`src/hdl/sfpa_pkg.sv`:
```
// ----------------------------------------------------------------------------
// Signed fixed-point ALU package
// Shared types and constants for the front end, the queue and the back end.
// ----------------------------------------------------------------------------
package sfpa_pkg;

  typedef enum logic [3:0] {
    OP_ADD    = 4'd0,
    OP_SUB    = 4'd1,
    OP_MUL    = 4'd2,
    OP_DIV    = 4'd3,
    OP_MIN    = 4'd4,
    OP_MAX    = 4'd5,
    OP_INC    = 4'd6,
    OP_DEC    = 4'd7,
    OP_TO_INT = 4'd8
  } op_e;

  // How the back end has to treat a queued transaction.
  typedef enum logic [1:0] {
    CLS_DONE,
    CLS_MUL,
    CLS_DIV
  } class_e;

  typedef enum logic [1:0] {
    BK_IDLE,
    BK_MUL,
    BK_DIV,
    BK_ROUND
  } back_state_e;

  localparam int QueueDepth = 4;
  localparam int QPtrW      = $clog2(QueueDepth);
  localparam int QCntW      = $clog2(QueueDepth + 1);

  localparam logic signed [31:0] FxMax = 32'sh7FFF_FFFF;
  localparam logic signed [31:0] FxMin = 32'sh8000_0000;

  typedef struct packed {
    class_e             cls;
    logic signed [31:0] value;
    logic               ovf;
    logic               dz;
    logic               eq;
    logic               lt;
    logic               gt;
    logic               neg;
    logic [31:0]        mag_a;
    logic [31:0]        mag_b;
  } entry_t;

endpackage

```
`src/hdl/sfpa_front.sv`:
```
// ----------------------------------------------------------------------------
// Signed fixed-point ALU front end
// Classifies each transaction, finishes every operation but multiply and
// non-zero divide, and prepares magnitudes and sign for multiply and divide.
// ----------------------------------------------------------------------------
module sfpa_front #(
  parameter int FRACTION_BITS = 8
) (
  input  logic [3:0]          mode_i,
  input  logic signed [31:0]  operand_a_i,
  input  logic signed [31:0]  operand_b_i,
  output sfpa_pkg::entry_t    entry_o
);
  import sfpa_pkg::*;

  logic signed [32:0] sum;
  logic signed [32:0] diff;
  logic signed [32:0] incr;
  logic signed [32:0] decr;
  logic               a_neg;
  logic               b_neg;

  function automatic logic signed [31:0] clamp(input logic signed [32:0] v);
    if (v[32] != v[31]) begin
      return v[32] ? FxMin : FxMax;
    end
    return v[31:0];
  endfunction

  assign sum   = 33'(operand_a_i) + 33'(operand_b_i);
  assign diff  = 33'(operand_a_i) - 33'(operand_b_i);
  assign incr  = 33'(operand_a_i) + 33'sd1;
  assign decr  = 33'(operand_a_i) - 33'sd1;
  assign a_neg = operand_a_i[31];
  assign b_neg = operand_b_i[31];

  always_comb begin
    entry_o       = '0;
    entry_o.cls   = CLS_DONE;
    entry_o.eq    = operand_a_i == operand_b_i;
    entry_o.lt    = operand_a_i < operand_b_i;
    entry_o.gt    = operand_a_i > operand_b_i;
    entry_o.neg   = a_neg ^ b_neg;
    entry_o.mag_a = a_neg ? 32'(-operand_a_i) : 32'(operand_a_i);
    entry_o.mag_b = b_neg ? 32'(-operand_b_i) : 32'(operand_b_i);
    unique case (mode_i)
      OP_ADD: begin
        entry_o.value = clamp(sum);
        entry_o.ovf   = sum[32] != sum[31];
      end
      OP_SUB: begin
        entry_o.value = clamp(diff);
        entry_o.ovf   = diff[32] != diff[31];
      end
      OP_MUL: entry_o.cls = CLS_MUL;
      OP_DIV: begin
        if (operand_b_i == '0) begin
          // Division by zero saturates by the sign of the dividend; a zero dividend gives zero.
          entry_o.dz    = 1'b1;
          entry_o.value = a_neg ? FxMin : ((operand_a_i == '0) ? '0 : FxMax);
        end else begin
          entry_o.cls = CLS_DIV;
        end
      end
      OP_MIN: entry_o.value = (operand_a_i <= operand_b_i) ? operand_a_i : operand_b_i;
      OP_MAX: entry_o.value = (operand_a_i >= operand_b_i) ? operand_a_i : operand_b_i;
      OP_INC: begin
        entry_o.value = clamp(incr);
        entry_o.ovf   = incr[32] != incr[31];
      end
      OP_DEC: begin
        entry_o.value = clamp(decr);
        entry_o.ovf   = decr[32] != decr[31];
      end
      OP_TO_INT: entry_o.value = operand_a_i >>> FRACTION_BITS;
      default: entry_o.value = '0;
    endcase
  end

endmodule

```
`src/hdl/sfpa_queue.sv`:
```
// ----------------------------------------------------------------------------
// Signed fixed-point ALU queue
// Small FIFO of classified transactions between front end and back end.
// ----------------------------------------------------------------------------
module sfpa_queue (
  input  logic              clk_i,
  input  logic              rst_ni,
  input  logic              push_i,
  input  sfpa_pkg::entry_t  push_data_i,
  input  logic              pop_i,
  output sfpa_pkg::entry_t  pop_data_o,
  output logic              full_o,
  output logic              empty_o
);
  import sfpa_pkg::*;

  entry_t           mem_q [QueueDepth];
  logic [QPtrW-1:0] wr_ptr_q, wr_ptr_d;
  logic [QPtrW-1:0] rd_ptr_q, rd_ptr_d;
  logic [QCntW-1:0] count_q, count_d;

  assign full_o     = count_q == QCntW'(QueueDepth);
  assign empty_o    = count_q == '0;
  assign pop_data_o = mem_q[rd_ptr_q];

  always_comb begin
    wr_ptr_d = push_i ? wr_ptr_q + 1'b1 : wr_ptr_q;
    rd_ptr_d = pop_i ? rd_ptr_q + 1'b1 : rd_ptr_q;
    count_d  = count_q + QCntW'(push_i) - QCntW'(pop_i);
  end

  always_ff @(posedge clk_i) begin
    if (push_i) begin
      mem_q[wr_ptr_q] <= push_data_i;
    end
  end

  always_ff @(posedge clk_i or negedge rst_ni) begin
    if (!rst_ni) begin
      wr_ptr_q <= '0;
      rd_ptr_q <= '0;
      count_q  <= '0;
    end else begin
      wr_ptr_q <= wr_ptr_d;
      rd_ptr_q <= rd_ptr_d;
      count_q  <= count_d;
    end
  end

endmodule

```
`src/hdl/sfpa_back.sv`:
```
// ----------------------------------------------------------------------------
// Signed fixed-point ALU back end
// Multiplier with a registered product, bit-serial restoring divider, rounding, saturation
// and the registered result strobe.
// ----------------------------------------------------------------------------
module sfpa_back #(
  parameter int FRACTION_BITS = 8
) (
  input  logic               clk_i,
  input  logic               rst_ni,
  input  sfpa_pkg::entry_t   entry_i,
  input  logic               empty_i,
  output logic               pop_o,
  output logic               result_valid_o,
  output logic signed [31:0] value_out_o,
  output logic               is_equal_o,
  output logic               is_less_o,
  output logic               is_greater_o,
  output logic               overflowed_o,
  output logic               divided_by_zero_o
);
  import sfpa_pkg::*;

  localparam int Nw   = 32 + FRACTION_BITS;
  localparam int CntW = $clog2(Nw + 1);
  localparam logic [63:0] Half = (64'd1 << FRACTION_BITS) >> 1;

  typedef struct packed {
    logic signed [31:0] value;
    logic               ovf;
  } sat_t;

  back_state_e     state_q, state_d;
  entry_t          ent_q, ent_d;
  logic [63:0]     prod_q, prod_d;
  logic [31:0]     rem_q, rem_d;
  logic [Nw-1:0]   num_q, num_d;
  logic [CntW-1:0] cnt_q, cnt_d;
  logic            valid_q, valid_d;
  entry_t          res_q, res_d;

  logic [32:0]     rem_shift;
  logic            rem_ge;
  logic            round_up;
  sat_t            mul_res;
  sat_t            div_res;

  // Applies the sign to an unsigned magnitude and saturates to 32 bits.
  function automatic sat_t saturate(input logic [63:0] mag, input logic neg);
    sat_t r;
    r.ovf   = 1'b0;
    r.value = '0;
    if (neg) begin
      if (mag > 64'h8000_0000) begin
        r.ovf   = 1'b1;
        r.value = FxMin;
      end else begin
        r.value = 32'(-mag);
      end
    end else begin
      if (mag > 64'h7FFF_FFFF) begin
        r.ovf   = 1'b1;
        r.value = FxMax;
      end else begin
        r.value = mag[31:0];
      end
    end
    return r;
  endfunction

  assign rem_shift = {rem_q, num_q[Nw-1]};
  assign rem_ge    = rem_shift >= {1'b0, ent_q.mag_b};
  assign round_up  = {rem_q, 1'b0} >= {1'b0, ent_q.mag_b};
  assign mul_res   = saturate((prod_q + Half) >> FRACTION_BITS, ent_q.neg);
  assign div_res   = saturate(64'(num_q) + 64'(round_up), ent_q.neg);

  always_comb begin
    state_d = state_q;
    ent_d   = ent_q;
    prod_d  = prod_q;
    rem_d   = rem_q;
    num_d   = num_q;
    cnt_d   = cnt_q;
    valid_d = 1'b0;
    res_d   = res_q;
    pop_o   = 1'b0;
    unique case (state_q)
      BK_IDLE: begin
        if (!empty_i) begin
          pop_o = 1'b1;
          ent_d = entry_i;
          unique case (entry_i.cls)
            CLS_MUL: begin
              prod_d  = 64'(entry_i.mag_a) * 64'(entry_i.mag_b);
              state_d = BK_MUL;
            end
            CLS_DIV: begin
              rem_d   = '0;
              num_d   = Nw'(entry_i.mag_a) << FRACTION_BITS;
              cnt_d   = '0;
              state_d = BK_DIV;
            end
            default: begin
              valid_d = 1'b1;
              res_d   = entry_i;
            end
          endcase
        end
      end
      BK_MUL: begin
        valid_d     = 1'b1;
        res_d       = ent_q;
        res_d.value = mul_res.value;
        res_d.ovf   = mul_res.ovf;
        state_d     = BK_IDLE;
      end
      BK_DIV: begin
        rem_d = rem_ge ? 32'(rem_shift - {1'b0, ent_q.mag_b}) : rem_shift[31:0];
        num_d = {num_q[Nw-2:0], rem_ge};
        cnt_d = cnt_q + 1'b1;
        if (cnt_q == CntW'(Nw - 1)) begin
          state_d = BK_ROUND;
        end
      end
      BK_ROUND: begin
        valid_d     = 1'b1;
        res_d       = ent_q;
        res_d.value = div_res.value;
        res_d.ovf   = div_res.ovf;
        state_d     = BK_IDLE;
      end
      default: state_d = BK_IDLE;
    endcase
  end

  always_ff @(posedge clk_i or negedge rst_ni) begin
    if (!rst_ni) begin
      state_q <= BK_IDLE;
      valid_q <= 1'b0;
      cnt_q   <= '0;
    end else begin
      state_q <= state_d;
      valid_q <= valid_d;
      cnt_q   <= cnt_d;
    end
  end

  always_ff @(posedge clk_i) begin
    ent_q  <= ent_d;
    prod_q <= prod_d;
    rem_q  <= rem_d;
    num_q  <= num_d;
    res_q  <= res_d;
  end

  assign result_valid_o    = valid_q;
  assign value_out_o       = res_q.value;
  assign is_equal_o        = res_q.eq;
  assign is_less_o         = res_q.lt;
  assign is_greater_o      = res_q.gt;
  assign overflowed_o      = res_q.ovf;
  assign divided_by_zero_o = res_q.dz;

endmodule

```
`src/hdl/signed_fixed_point_alu.sv`:
```
// ----------------------------------------------------------------------------
// Signed fixed-point ALU
// Add, subtract, multiply, divide, min, max, increment, decrement and integer
// conversion on 32-bit signed fixed-point words, with compare flags.
// ----------------------------------------------------------------------------
// A transaction is taken when start_i is high and busy_o is low; each result
// appears for one cycle with result_valid_o and cannot be held off, and
// results come out in the order the transactions were taken. Up to four
// transactions wait in a queue, so busy_o rises only when it is full. All
// operations except multiply and divide by a non-zero divisor leave in the
// cycle after they reach the back end and follow one per cycle while the
// queue holds them. Multiply occupies the back end for product and rounding.
// Divide runs a bit-serial restoring divider and occupies the back end for
// set-up, one step per quotient bit, then rounding.
module signed_fixed_point_alu #(
  parameter int FRACTION_BITS = 8
) (
  input  logic               clk_i,
  input  logic               rst_ni,
  input  logic               start_i,
  output logic               busy_o,
  input  logic [3:0]         mode_i,
  input  logic signed [31:0] operand_a_i,
  input  logic signed [31:0] operand_b_i,
  output logic               result_valid_o,
  output logic signed [31:0] value_out_o,
  output logic               is_equal_o,
  output logic               is_less_o,
  output logic               is_greater_o,
  output logic               overflowed_o,
  output logic               divided_by_zero_o
);
  import sfpa_pkg::*;

  entry_t front_entry;
  entry_t queue_entry;
  logic   q_full;
  logic   q_empty;
  logic   q_pop;

  assign busy_o = q_full;

  sfpa_front #(.FRACTION_BITS(FRACTION_BITS)) u_front (
    .mode_i      (mode_i),
    .operand_a_i (operand_a_i),
    .operand_b_i (operand_b_i),
    .entry_o     (front_entry)
  );

  sfpa_queue u_queue (
    .clk_i       (clk_i),
    .rst_ni      (rst_ni),
    .push_i      (start_i && !q_full),
    .push_data_i (front_entry),
    .pop_i       (q_pop),
    .pop_data_o  (queue_entry),
    .full_o      (q_full),
    .empty_o     (q_empty)
  );

  sfpa_back #(.FRACTION_BITS(FRACTION_BITS)) u_back (
    .clk_i             (clk_i),
    .rst_ni            (rst_ni),
    .entry_i           (queue_entry),
    .empty_i           (q_empty),
    .pop_o             (q_pop),
    .result_valid_o    (result_valid_o),
    .value_out_o       (value_out_o),
    .is_equal_o        (is_equal_o),
    .is_less_o         (is_less_o),
    .is_greater_o      (is_greater_o),
    .overflowed_o      (overflowed_o),
    .divided_by_zero_o (divided_by_zero_o)
  );

`ifndef SYNTHESIS
  a_dz_no_ovf: assert property (@(posedge clk_i) disable iff (!rst_ni)
    result_valid_o && divided_by_zero_o |-> !overflowed_o)
    else $error("division by zero also flagged overflow");

  a_flags_exclusive: assert property (@(posedge clk_i) disable iff (!rst_ni)
    result_valid_o |-> $onehot({is_equal_o, is_less_o, is_greater_o}))
    else $error("compare flags not exactly one");

  a_no_pop_empty: assert property (@(posedge clk_i) disable iff (!rst_ni)
    q_pop |-> !q_empty)
    else $error("back end took a transaction from an empty queue");
`endif

endmodule
```
`config.mk`:
```
export PLATFORM = sky130hd
export DESIGN_NAME = signed_fixed_point_alu
export DESIGN_NICKNAME = d
export VERILOG_FILES = /design/src/hdl/sfpa_pkg.sv /design/src/hdl/sfpa_front.sv /design/src/hdl/sfpa_queue.sv /design/src/hdl/sfpa_back.sv /design/src/hdl/signed_fixed_point_alu.sv
export SDC_FILE = /design/constraint.sdc
export NUM_CORES = 2
export LEC_CHECK = 0
export BUFFER_PORTS_ARGS = -buffer_cell sky130_fd_sc_hd__buf_2
export CAP_MARGIN = 20
export CORE_UTILIZATION = 30
export DETAILED_ROUTE_END_ITERATION = 12
export GPL_TIMING_DRIVEN = 0
export SYNTH_ARGS = -nofsm -noshare
export SYNTH_HDL_FRONTEND = slang
export SYNTH_HIERARCHICAL = 1
export SYNTH_SLANG_ARGS = --single-unit
```
`constraint.sdc`:
```
create_clock -name clk_i -period 10.6 [get_ports clk_i]
set_clock_uncertainty 0.05 [all_clocks]
set_input_delay 2.12 -clock clk_i [delete_from_list [all_inputs] [get_ports clk_i]]
set_output_delay 2.12 -clock clk_i [all_outputs]
set_load 0.005 [all_outputs]
```
Yosys cells after proc, flatten, opt, wreduce, memory -nomap -nowiden
Memory sizes are Yosys's and may differ from the RTL's.
Index checks and enable logic that the tools add are counted.

word-level totals
  logic and storage cells = 160
  output and inout bits = 39
  input bits = 71
  memories = 1
  register bits = 258
  RAM bits = 416

cells by class
  bitwise operators = 2
  add/sub/neg operators = 16
  reductions and logical operators = 16
  $lt $le $gt $ge = 10
  eq/ne operators = 25
  multiply operators = 1
  mux-type cells = 67

memory list
  name           words  width  rd ports  clocked after memory_dff  wr ports  RTL line          source
  u_queue.mem_q  4      104    1         0                         1         sfpa_queue.sv:17  entry_t mem_q [QueueDepth];

operators by type and width
  cell                                                                                count
  32-bit two-way mux                                                                  25
  102-bit case mux with 3 select lines                                                1
  32-bit case mux with 8 select lines                                                 1
  102-bit two-way mux                                                                 2
  32-bit negator                                                                      4
  40-bit two-way mux                                                                  2
  40-bit case mux with 2 select lines                                                 1
  33-bit by 32-bit >= comparator with 1-bit output                                    2
  33-bit two-way mux                                                                  2
  64-bit by 8-bit adder with 64-bit output (second input constant)                    1
  32-bit zero test                                                                    2
  32-bit by 32-bit multiplier with 64-bit output                                      1
  32-bit case mux with 2 select lines                                                 1
  56-bit by 31-bit greater-than comparator with 1-bit output (second input constant)  1
  56-bit by 32-bit greater-than comparator with 1-bit output (second input constant)  1
  40-bit by 1-bit adder with 41-bit output                                            1
  41-bit by 31-bit greater-than comparator with 1-bit output (second input constant)  1
  41-bit by 32-bit greater-than comparator with 1-bit output (second input constant)  1
  32-bit by 2-bit adder with 33-bit output (second input constant)                    1
  32-bit by 32-bit adder with 33-bit output                                           1
  32-bit by 2-bit subtractor with 33-bit output (second input constant)               1
  32-bit by 32-bit subtractor with 33-bit output                                      1
  32-bit equality test                                                                1
  32-bit >= comparator                                                                1
  other kinds (41)                                                                    81

Logic depth before layout (Yosys ltp)
  depth after elaboration = 6
  gate-level depth with buffers = 33

By module
The synthesis kept the hierarchy.

by module, submodules not included
  module                  cells an instance  times used  area each (um^2)  sequential area each (um^2)
  sfpa_back               5210               1           47680.7           6321.1
  sfpa_queue              578                1           15378.5           12667.1
  sfpa_front              1374               1           8836.0            0.0
  signed_fixed_point_alu  1                  1           13.8              0.0

Worst setup path before layout
Ideal clock, no wire load.

  path kind = flip-flop to flip-flop
  from = register u_queue.rd_ptr_q[0]
  to = register u_back.prod_q[59] (data pin)
  data arrival time = 8.891 ns
  clock period less this slack = 9.148 ns
  data required time = 10.343 ns
  setup slack = 1.452 ns
  cell stages (with the launch flop) = 32
  path through = dfrtp_1 -> buf_6 -> buf_2 -> mux4_2 -> clkbuf_1 -> and2_1 -> fa_1 -> fa_1 -> fa_1 -> inv_1 -> fa_1 -> inv_1 -> fa_1 -> inv_1 -> fa_1 -> inv_1 -> fa_1 -> inv_1 -> fa_1 -> inv_1 -> ha_1 -> clkbuf_1 -> nand3_1 -> nor4b_1 -> a211oi_1 -> o211ai_1 -> a211oi_1 -> o31a_1 -> o31a_1 -> o31a_1 -> o2111a_1 -> a2111oi_0

RTL lines
  element                 RTL line          source
  start, declared         sfpa_queue.sv:19  logic [QPtrW-1:0] rd_ptr_q, rd_ptr_d;
  start signal, assigned  sfpa_queue.sv:45  rd_ptr_q <= rd_ptr_d;
  end signal, assigned    sfpa_back.sv:150  prod_q <= prod_d;
  end, declared           sfpa_back.sv:35   logic [63:0] prod_q, prod_d;

==> results.toml <==
[cts]
h-tree-depth = 3
cts_hold_buf = 0
cts_buffers = 68
cts.sinks = 635
clockRootBuffer = "clkbuf_16"
path_clk_slew_ns = 0.06
cts_max_path_buffers = 3
clock_latency_ns = 0.65
cts_tree = "built"

[setup_path]
critPathRequiredTime_ns = 10.96
critical-path-slowest-cell = "clkbuf_1"
end_kind = "flop"
r2r.worst_path.cells = 29
slowest_delay_ns = 0.72
start_kind = "flop"
critPathMaxFanout = 10
worstPathArrival_ns = 10.75
crit_path_frequent_cell = "fa_1"
crit_type = "flop to flop"

[yosys]
synth_largest_area_cell = "edfxtp_1"
synthCells = 7163
synthMuxAreaShare = 0.0414
synth_edf_count = 619
ys_ff_latch = 635
synthXorXnorAreaFrac = 0.0476
yosys.area_share.simple = 0.165
synth_area_leaders = "edfxtp_1 26%, fa_1 25%, ha_1 6.5%"
yosys_warnings = 6
synth_area_um2 = 71900
synth_top_area_frac = 0.258
synthAdderAreaFrac = 0.316
async_flop_share = 0.0252
seq_area_frac_synth = 0.264
synth_fp_nets = 8508
synthFlopType = "edfxtp_1"
avgSynthCellArea_um2 = 10.0
synth_top_family_by_area = "adder cells"
synth-compound-area-share = 0.0859
ys_types = 107

[run]
maxCapViolations = 0

[route]
final_antenna_net_count = 0
totalWireLength_mm = 292
drt-initial-drc-count = 6444
post_drt_wl_per_cell_um = 27.4
drcViolationCount = 0
routed-via-count = 57300
drt_first_pass_iters = 8
via_per_inst = 5.38

[floorplanning]
ios = 110
initial_core_util = 0.302
core_um2 = 238000
rows = 179
fp.dieH_um = 492
die_area_um2 = 242000
chipWidth_um = 492

[layout]
fin_area_um2 = 79900
finalNonFillerCells = 10600
syn2layout_area_growth_pct = 11.1
drive_above_1_share = 0.0851
final_nets = 8749

[sta]
hold_viol = 0
rsz0062_at_grt = "false"
post-route-period-util = 0.980
tightest_slew_ns = 1.31
max_freq_ghz = 0.0963
finalSetupViolCount = 0
period_needed_ns = 10.39
timing.final.ws_setup_ns = 0.210
slew_headroom = 0.129
drv_slew = 0

[place]
gp_congestion = 1.02
placed_area_um2 = 77000
placedCellCount = 10500
dpl.hpwl_mm = 234
dp_slack_ns = -1.77
portBuffers = 108

[hold_path]
hold_class = "flop to flop"
worstHoldPathCells = 1

[grt]
antenna_found_initial = 53
grtUsageTotal = 0.238
grt_first_pass_wirelength_mm = 415
overflow = 0
grt_pass1_vias = 57500
grt_max_degree = 57

[status]
outcome = "finished clean"
==> state kept, by name, indices dropped and copies added (netlist names) <==
register and flops:
u_back/state_q 2, u_back/result_valid_o 1, u_queue/rd_ptr_q 2, u_back/ent_q 37
u_back/cnt_q 6, u_back/is_less_o 1, u_queue/mem_q 416, u_queue/count_q 3
u_back/is_equal_o 1, u_queue/wr_ptr_q 2, u_back/value_out_o 32, u_back/prod_q 57
u_back/overflowed_o 1, u_back/is_greater_o 1, u_back/num_q 40, u_back/rem_q 32
u_back/divided_by_zero_o 1
==> synth_stat cells, drive strengths merged, types with 25 or more instances <==
cell	number
nor4	34
xnor2	278
ha	375
buf	95
nand2	800
nor3	113
and3	43
o31ai	33
a221o	25
a21o	81
mux2i	57
nor2	217
mux4	104
xor2	113
a31oi	36
a21oi	283
or3	48
or4	42
nor2b	38
nand3	129
clkbuf	325
nand4	77
edfxtp	619
inv	1065
o21ai	172
nand2b	32
o211ai	35
fa	899
and2	634
==> cell usage in the layout, fill, tap and decap left out, types with 36 or more instances in the layout <==
cell type | synthesis | layout
buf_4 | 10 | 42
or4_1 | 38 | 38
nor2_1 | 217 | 216
mux4_2 | 104 | 104
ha_1 | 375 | 374
nand4_1 | 76 | 76
edfxtp_1 | 619 | 619
buf_2 | 63 | 171
nand2_1 | 799 | 798
o21ai_0 | 164 | 163
clkbuf_2 | 1 | 58
clkbuf_1 | 323 | 252
xor2_1 | 113 | 113
mux2i_1 | 57 | 57
or3_1 | 47 | 47
xnor2_1 | 278 | 278
nor2b_1 | 37 | 37
and2_1 | 632 | 627
a21oi_1 | 282 | 282
nor3_1 | 108 | 107
clkbuf_16 | 0 | 69
and3_1 | 43 | 43
a31oi_1 | 36 | 36
fa_1 | 899 | 899
nand3_1 | 127 | 126
inv_1 | 1065 | 1065
a21o_1 | 81 | 81
==> repair_timing <==
| item | 4_1_cts | 5_1_grt |
|---|---|---|
| pin swaps | 3 | 2 |
| setup buffers | 22 | 20 |
| resized for setup | 86 | 51 |
| endpoints found under the setup margin | 39 | 15 |
==> worst max-delay path: cells and delay by family, from the launching register on <==
kind	cells	cell delay [ns]
adders and majority gates	9	4.42
muxes	1	0.52
AOI/OAI and AO/OA	6	1.64
DFF	1	0.32
buffers and inverters	8	1.75
and+or+nand+nor	5	1.38
==> final timing paths <==
check,startpoint,endpoint,slack [ns]
worst max-delay path,u_queue/rd_ptr_q[1]$_DFFE_PN0P_,u_back/prod_q[57]$_DFFE_PP_,0.21
worst min-delay path,u_back/cnt_q[0]$_DFFE_PN0P_,u_back/cnt_q[0]$_DFFE_PN0P_,0.46
worst max register to register,u_queue/rd_ptr_q[1]$_DFFE_PN0P_,u_back/prod_q[57]$_DFFE_PP_,0.21
worst min register to register,u_back/cnt_q[0]$_DFFE_PN0P_,u_back/cnt_q[0]$_DFFE_PN0P_,0.46
max in group asynchronous,rst_ni,u_back/state_q[1]$_DFFE_PN0P_,8.83
min in group asynchronous,rst_ni,u_queue/wr_ptr_q[1]$_DFFE_PN0P_,1.36
==> metal layers <==
metal,up-vias,global-route usage,share of wire
met2,3072,0.369,0.45
met1,29300,0.311,0.40
met3,737,0.0531,0.096
li1,24200,-,-
met4,26,0.119,0.060
met5,-,0,0.00054
==> logic make-up after synthesis <==
family / after synthesis
muxes: 167
buffers and inverters: 1485
adders and majority gates: 1275
DFF: 635
AOI/OAI and AO/OA: 920
and+or+nand+nor: 2290
xor gates and xnor gates: 391
==> final cells by class <==
type | count | area (um2)
timing repair buffer | 179 | 1550
antenna | 22 | 55.1
buffer | 412 | 1940
inverter | 1065 | 4000
multi-input combinational | 5043 | 47200
fill | 24200 | 158000
sequential | 635 | 19000
tap | 3167 | 3960
clock buffer | 80 | 1770
clock inverter | 40 | 423
==> per-stage QoR <==
step | hold slack, ns | utilization | setup TNS (ns)
after floorplan | 0.418 | - | 0
after global placement | 0.444 | 0.321 | -38.95
after CTS | 0.459 | 0.334 | 0
after detailed placement | 0.450 | 0.323 | -38.67
final | 0.459 | 0.336 | 0
after global routing | 0.476 | 0.335 | 0
Power is left out: the tool's default activity adds up to more than one toggle a clock period on the data nets, which glitch-free logic cannot reach.
